## config.mk

```make
export PLATFORM = sky130hd
export DESIGN_NAME = pid_controller_clamped_top
export DESIGN_NICKNAME = d
export VERILOG_FILES = /design/src/rtl/pcc_pkg.sv /design/src/rtl/pid_controller_clamped_top.sv
export SDC_FILE = /design/constraint.sdc
export NUM_CORES = 2
export LEC_CHECK = 0
export BUFFER_PORTS_ARGS = -buffer_cell sky130_fd_sc_hd__buf_2
export CAP_MARGIN = 40
export CORE_MARGIN = 4
export CORE_UTILIZATION = 45
export DETAILED_ROUTE_END_ITERATION = 8
export HOLD_SLACK_MARGIN = 0.05
export SLEW_MARGIN = 20
export SYNTH_ARGS = -nofsm -noshare
export SYNTH_HDL_FRONTEND = slang
export SYNTH_SLANG_ARGS = --single-unit
```

## constraint.sdc

```tcl
create_clock -name clk_i -period 13 [get_ports clk_i]
set_input_delay 2.6 -clock clk_i [delete_from_list [all_inputs] [get_ports clk_i]]
set_output_delay 2.6 -clock clk_i [all_outputs]
set_load 0.005 [all_outputs]
```

## src/rtl/pcc_pkg.sv

```systemverilog
// shared widths, register indexes and constants of the clamped pid controller
`default_nettype none
package pcc_pkg;

  localparam int unsigned DataW  = 16;
  localparam int unsigned ErrW   = 17;
  localparam int unsigned DerivW = 18;
  localparam int unsigned AccW   = 48;
  localparam int unsigned SumW   = 64;
  localparam int unsigned MulAW  = 32;
  localparam int unsigned MulBW  = 18;
  localparam int unsigned ProdW  = MulAW + MulBW;
  localparam int unsigned FracW  = 24;
  localparam int unsigned RndW   = SumW - FracW;
  localparam int unsigned CfgIdxW = 3;

  localparam logic [CfgIdxW-1:0] RegKp     = 3'd0;
  localparam logic [CfgIdxW-1:0] RegKi     = 3'd1;
  localparam logic [CfgIdxW-1:0] RegKd     = 3'd2;
  localparam logic [CfgIdxW-1:0] RegDt     = 3'd3;
  localparam logic [CfgIdxW-1:0] RegOutMin = 3'd4;
  localparam logic [CfgIdxW-1:0] RegOutMax = 3'd5;

  localparam logic signed [DataW-1:0] OutMinReset = 16'sh8000;
  localparam logic signed [DataW-1:0] OutMaxReset = 16'sh7fff;

  // half an lsb of the q.24 sum, for round to nearest with ties upward
  localparam logic signed [SumW-1:0] HalfQ24 = 64'sh0000_0000_0080_0000;

  localparam logic signed [AccW-1:0] AccMax = 48'sh7fff_ffff_ffff;
  localparam logic signed [AccW-1:0] AccMin = 48'sh8000_0000_0000;

endpackage
`default_nettype wire

```

## src/rtl/pid_controller_clamped_top.sv

```systemverilog
// pid controller with saturating integral and clamped output on one shared multiplier
// the steps run in order, with at most one multiply per step; a new item is taken only
//   when the last has finished its five products through the single 32x18 multiplier,
//   its integral update and its round/clamp steps
// input is stalled while an item is in work; a finished result waits in the output register
// reset: asynchronous, clears integral and last error, gains and dt to 0, clamp to full range
`default_nettype none
module pid_controller_clamped_top
  import pcc_pkg::*;
(
  input  wire logic                      clk_i,
  input  wire logic                      rst_ni,
  input  wire logic                      cfg_we_i,
  input  wire logic [CfgIdxW-1:0]        cfg_idx_i,
  input  wire logic [DataW-1:0]          cfg_data_i,
  input  wire logic                      in_valid_i,
  output logic                           in_stall_o,
  input  wire logic signed [DataW-1:0]   measured_i,
  input  wire logic signed [DataW-1:0]   target_i,
  output logic                           out_valid_o,
  input  wire logic                      out_stall_i,
  output logic signed [DataW-1:0]        drive_o
);

  localparam logic [2:0] StIdle = 3'd0;
  localparam logic [2:0] StMdt  = 3'd1;
  localparam logic [2:0] StInt  = 3'd2;
  localparam logic [2:0] StP    = 3'd3;
  localparam logic [2:0] StD    = 3'd4;
  localparam logic [2:0] StIlo  = 3'd5;
  localparam logic [2:0] StIhi  = 3'd6;
  localparam logic [2:0] StRnd  = 3'd7;

  logic [2:0] state_q, state_d;

  logic signed [DataW-1:0] kp_q, ki_q, kd_q, out_min_q, out_max_q;
  logic        [DataW-1:0] dt_q;

  logic signed [ErrW-1:0]  err_q, last_err_q;
  logic signed [AccW-1:0]  acc_q;
  logic signed [SumW-1:0]  sum_q;
  logic signed [ProdW-1:0] prod_q, prod_d;
  logic signed [DataW-1:0] drive_q;
  logic                    out_valid_q;

  logic signed [MulAW-1:0] op_a;
  logic signed [MulBW-1:0] op_b;
  logic signed [DerivW-1:0] deriv;
  logic signed [AccW:0]    acc_sum;
  logic signed [AccW-1:0]  acc_sat;
  logic signed [SumW-1:0]  prod_ext;
  logic signed [SumW-1:0]  prod_shl;
  logic signed [RndW-1:0]  rnd;
  logic signed [DataW-1:0] clamped;
  logic                    in_xfer;
  logic                    out_free;

  assign in_xfer  = in_valid_i && (state_q == StIdle);
  assign out_free = !out_valid_q || !out_stall_i;

  assign deriv = DerivW'(err_q) - DerivW'(last_err_q);

  // operand select of the shared multiplier
  always_comb begin
    op_a = '0;
    op_b = '0;
    unique case (state_q)
      StMdt: begin
        op_a = MulAW'(err_q);
        op_b = signed'({2'b00, dt_q});
      end
      StInt: begin
        op_a = MulAW'(err_q);
        op_b = MulBW'(kp_q);
      end
      StP: begin
        op_a = MulAW'(deriv);
        op_b = MulBW'(kd_q);
      end
      StD: begin
        op_a = signed'({16'b0, acc_q[15:0]});
        op_b = MulBW'(ki_q);
      end
      StIlo: begin
        op_a = acc_q[AccW-1:16];
        op_b = MulBW'(ki_q);
      end
      default: begin
        op_a = '0;
        op_b = '0;
      end
    endcase
  end

  assign prod_d = op_a * op_b;

  assign acc_sum = (AccW+1)'(acc_q) + (AccW+1)'(prod_q);
  always_comb begin
    if (acc_sum[AccW] != acc_sum[AccW-1]) begin
      acc_sat = acc_sum[AccW] ? AccMin : AccMax;
    end else begin
      acc_sat = acc_sum[AccW-1:0];
    end
  end

  assign prod_ext = SumW'(prod_q);
  assign prod_shl = prod_ext <<< 16;

  // sum already holds the rounding half, so the integer part is a plain select
  assign rnd = sum_q[SumW-1:FracW];
  always_comb begin
    if (rnd > RndW'(out_max_q)) begin
      clamped = out_max_q;
    end else if (rnd < RndW'(out_min_q)) begin
      clamped = out_min_q;
    end else begin
      clamped = rnd[DataW-1:0];
    end
  end

  always_comb begin
    state_d = state_q;
    unique case (state_q)
      StIdle: if (in_xfer) state_d = StMdt;
      StMdt:  state_d = StInt;
      StInt:  state_d = StP;
      StP:    state_d = StD;
      StD:    state_d = StIlo;
      StIlo:  state_d = StIhi;
      StIhi:  state_d = StRnd;
      StRnd:  if (out_free) state_d = StIdle;
      default: state_d = StIdle;
    endcase
  end

  always_ff @(posedge clk_i or negedge rst_ni) begin
    if (!rst_ni) begin
      state_q     <= StIdle;
      out_valid_q <= 1'b0;
      acc_q       <= '0;
      last_err_q  <= '0;
    end else begin
      state_q <= state_d;
      if (state_q == StInt) begin
        acc_q <= acc_sat;
      end
      if (state_q == StRnd && out_free) begin
        out_valid_q <= 1'b1;
        last_err_q  <= err_q;
      end else if (!out_stall_i) begin
        out_valid_q <= 1'b0;
      end
    end
  end

  always_ff @(posedge clk_i or negedge rst_ni) begin
    if (!rst_ni) begin
      kp_q      <= '0;
      ki_q      <= '0;
      kd_q      <= '0;
      dt_q      <= '0;
      out_min_q <= OutMinReset;
      out_max_q <= OutMaxReset;
    end else if (cfg_we_i) begin
      unique case (cfg_idx_i)
        RegKp:     kp_q      <= signed'(cfg_data_i);
        RegKi:     ki_q      <= signed'(cfg_data_i);
        RegKd:     kd_q      <= signed'(cfg_data_i);
        RegDt:     dt_q      <= cfg_data_i;
        RegOutMin: out_min_q <= signed'(cfg_data_i);
        RegOutMax: out_max_q <= signed'(cfg_data_i);
        default: ;
      endcase
    end
  end

  // datapath registers
  always_ff @(posedge clk_i) begin
    prod_q <= prod_d;
    if (in_xfer) begin
      err_q <= ErrW'(target_i) - ErrW'(measured_i);
      sum_q <= HalfQ24;
    end
    unique case (state_q) inside
      StP, StD, StIhi: sum_q <= sum_q + prod_shl;
      StIlo:           sum_q <= sum_q + prod_ext;
      default: ;
    endcase
    if (state_q == StRnd && out_free) begin
      drive_q <= clamped;
    end
  end

  assign in_stall_o  = (state_q != StIdle);
  assign out_valid_o = out_valid_q;
  assign drive_o     = drive_q;

endmodule
`default_nettype wire
```

==> impl_metrics.toml <==
[synth]
synthDistinctLibCells = 95
yosys_warnings = 0
postSynthCellCount = 4879
syn_area_um2 = 43700
synth_nets = 5888
avgSynthCellArea_um2 = 8.95
ys_seq_area_share_pct = 18.5
synth_flop_cell = "dfrtp_1"
ys_seq_elements = 312
async_flop_share_pct = 52.9
synth_edf_count = 97

[critical_path]
crit_path_end_kind = "flop"
worstPathRequired_ns = 13.50
arrival_ns = 10.25
crit_path_start_kind = "flop"
crit_type = "reg -> reg"
cp_slowest_cell = "nand2_1"
critical_path.most_common_cell = "fa_1"
worstPathMaxFanout = 15
critPathBufInv = 2
crit_family = "adder cells"
worst_path_largest_cell_delay_ns = 0.73

[cts]
post_cts_buffers = 0
cts_sinks = 312
cts_tree = "yes"
clk_path_buf_depth = 3
clkLatencyLatePin_ns = 0.59
h-tree-depth = 2
root_buffer = "clkbuf_16"
path_clk_slew_ns = 0.06
cts-resized-gates = 0
hold_buffers = 0
cts_made_buffers = 38

[global_routing]
grt_pass1_wl_um = 211000
grt_pass1_vias = 35349
grt_usage_pct = 26.7
overflow = 0
antenna_found_initial = 9
grt_max_degree = 81

[finish]
diodes = 0
regArea_um2 = 8060
finalNetCount = 5892
area_growth_syn_to_layout_pct = 7.86
final_cell_mix = "705 x inv_1, 567 x nand2_1, 559 x fa_1"
drive_gt1_share_pct = 8.12
fillCellCount = 9191
final_common_cell = "inv_1"
multi_input_area_um2 = 32400

[placement]
pre_cts_ws_ns = 3.39
gp_congestion = 0.924
port_buffers = 73
dpl.hpwl_um = 110000

[floorplan]
core-area_um2 = 95600
ios = 74
rows = 113
start_util_pct = 45.7
fp.dieW_um = 319
die-area_um2 = 102000
die_h_um = 319

[timing]
fin_ws_ns = 3.25
min_period_over_period_pct = 75.0
fmax_ghz = 0.103
setup_viol = 0
skew_ns = 0.0501
post-route-min-period_ns = 9.75
slew_headroom_pct = 27.2
final-hold-violation-count = 0
worst_hold_slack_ns = 0.507
tightest_slew_ns = 1.09
tns_ns = 0
slew_viol_final = 0
rsz0062_at_grt = "false"

[routing]
wirelength_um = 137000
routedWlPerCell_um = 22.1
drtIter0Drc = 3049
vias = 35288
via_per_inst = 5.71
drt-pass1-iter-count = 9
antenna_left = 0
drc = 0

[hold_path]
hp-class = "reg -> reg"

[status]
status = "finished clean"

[job]
cap_viol_max_count = 0
-- synthesized netlist by cell type (all sizes together) (9+ instances only) --
cell type | count | area share (%)
clkbuf | 172 | 1.5
edfxtp | 97 | 6.7
nor4 | 9 | 0.13
ha | 394 | 11
dfrtp | 149 | 8.5
maj3 | 31 | 0.71
nor2 | 398 | 3.4
nand4 | 38 | 0.54
a21oi | 267 | 3.1
and3 | 28 | 0.40
a41oi | 9 | 0.23
mux2 | 86 | 2.2
or3 | 21 | 0.30
xnor2 | 137 | 2.8
a2111oi | 9 | 0.21
o31ai | 20 | 0.42
xor2 | 71 | 1.4
a22o | 25 | 0.50
a221oi | 26 | 0.54
nand3 | 59 | 0.69
nand2b | 30 | 0.43
nor3 | 37 | 0.44
a221o | 27 | 0.62
buf | 24 | 0.25
o21a | 43 | 0.74
dfxtp | 50 | 2.3
a211oi | 24 | 0.41
nor2b | 44 | 0.63
a21o | 146 | 2.5
nand2 | 568 | 4.9
dfstp | 16 | 0.96
o21ai | 248 | 2.9
o211ai | 16 | 0.29
o21bai | 40 | 0.69
a21boi | 20 | 0.34
mux2i | 32 | 0.73
fa | 559 | 26
o22ai | 44 | 0.64
inv | 705 | 6.1
and2 | 40 | 0.57
a31oi | 26 | 0.37
or2 | 10 | 0.14
-- area by class of cell --
type / count / share of cell area [%]
clock buffer: 54 / 2.35
clock inverter: 15 / 0.369
inverter: 705 / 5.62
multi-input combinational: 3666 / 68.7
sequential: 312 / 17.1
tap: 1265 / 3.36
timing repair buffer: 160 / 2.45
-- worst reg2reg max path, delay by kind of cell (launching register included) --
family | cells | cell delay [ns]
fa+ha+maj | 9 | 4.14
simple gates | 5 | 1.47
xor+xnor | 2 | 0.30
flops | 1 | 0.37
compound gates | 15 | 3.29
buf+inv | 2 | 0.10
-- worst paths after layout --
| path | from | cells past startpoint | to | slack, ns |
|---|---|---|---|---|
| worst max-delay path | err_q[0]$_DFFE_PP_ | 33 | prod_q[43]$_DFF_P_ | 3.25 |
| worst min-delay path | out_max_q[15]$_DFFE_PN0P_ | 1 | out_max_q[15]$_DFFE_PN0P_ | 0.51 |
| worst max register to register | err_q[0]$_DFFE_PP_ | 33 | prod_q[43]$_DFF_P_ | 3.25 |
| worst min register to register | out_max_q[15]$_DFFE_PN0P_ | 1 | out_max_q[15]$_DFFE_PN0P_ | 0.51 |
| max in group asynchronous | rst_ni | 4 | acc_q[14]$_DFFE_PN0N_ | 9.26 |
| min in group asynchronous | rst_ni | 1 | dt_q[13]$_DFFE_PN0P_ | 2.01 |
-- cell families after synthesis --
logic type | Yosys count | share of synthesized area (%)
and+or+nand+nor | 1307 | 13.1
AOI/OAI and AO/OA | 1049 | 15.8
adders and majority gates | 984 | 37.6
buffers and inverters | 901 | 7.79
DFF | 312 | 18.5
xor gates and xnor gates | 208 | 4.23
muxes | 118 | 2.95
-- sequential cells by signal, indices dropped and copies added, names as in the netlist, 17 cells and up --
name and count:
prod_q 50, last_err_q 17, acc_q 48, sum_q 64, err_q 17
-- routing by layer --
metal | up-vias | share of wire (%) | track usage (%)
li1 | 16289 | - | -
met1 | 17518 | 46 | 39.1
met2 | 1259 | 43 | 41.3
met3 | 218 | 8.1 | 4.62
met4 | 4 | 3.0 | 6.52
met5 | - | 0.020 | 0
-- through the flow --
| stage | instances | cell area [um2] | util [%] |
|---|---|---|---|
| finish | 6177 | 47100 | 49.3 |
| detailed placement | 6105 | 45800 | 47.9 |
| global placement | 6083 | 45500 | 47.6 |
| floorplan | 4879 | 43700 | - |
| global route | 6177 | 47100 | 49.3 |
| CTS | 6174 | 47000 | 49.2 |
Power is not shown: default switching activity piles up to over one toggle a cycle in this logic, so the estimate is an artifact.
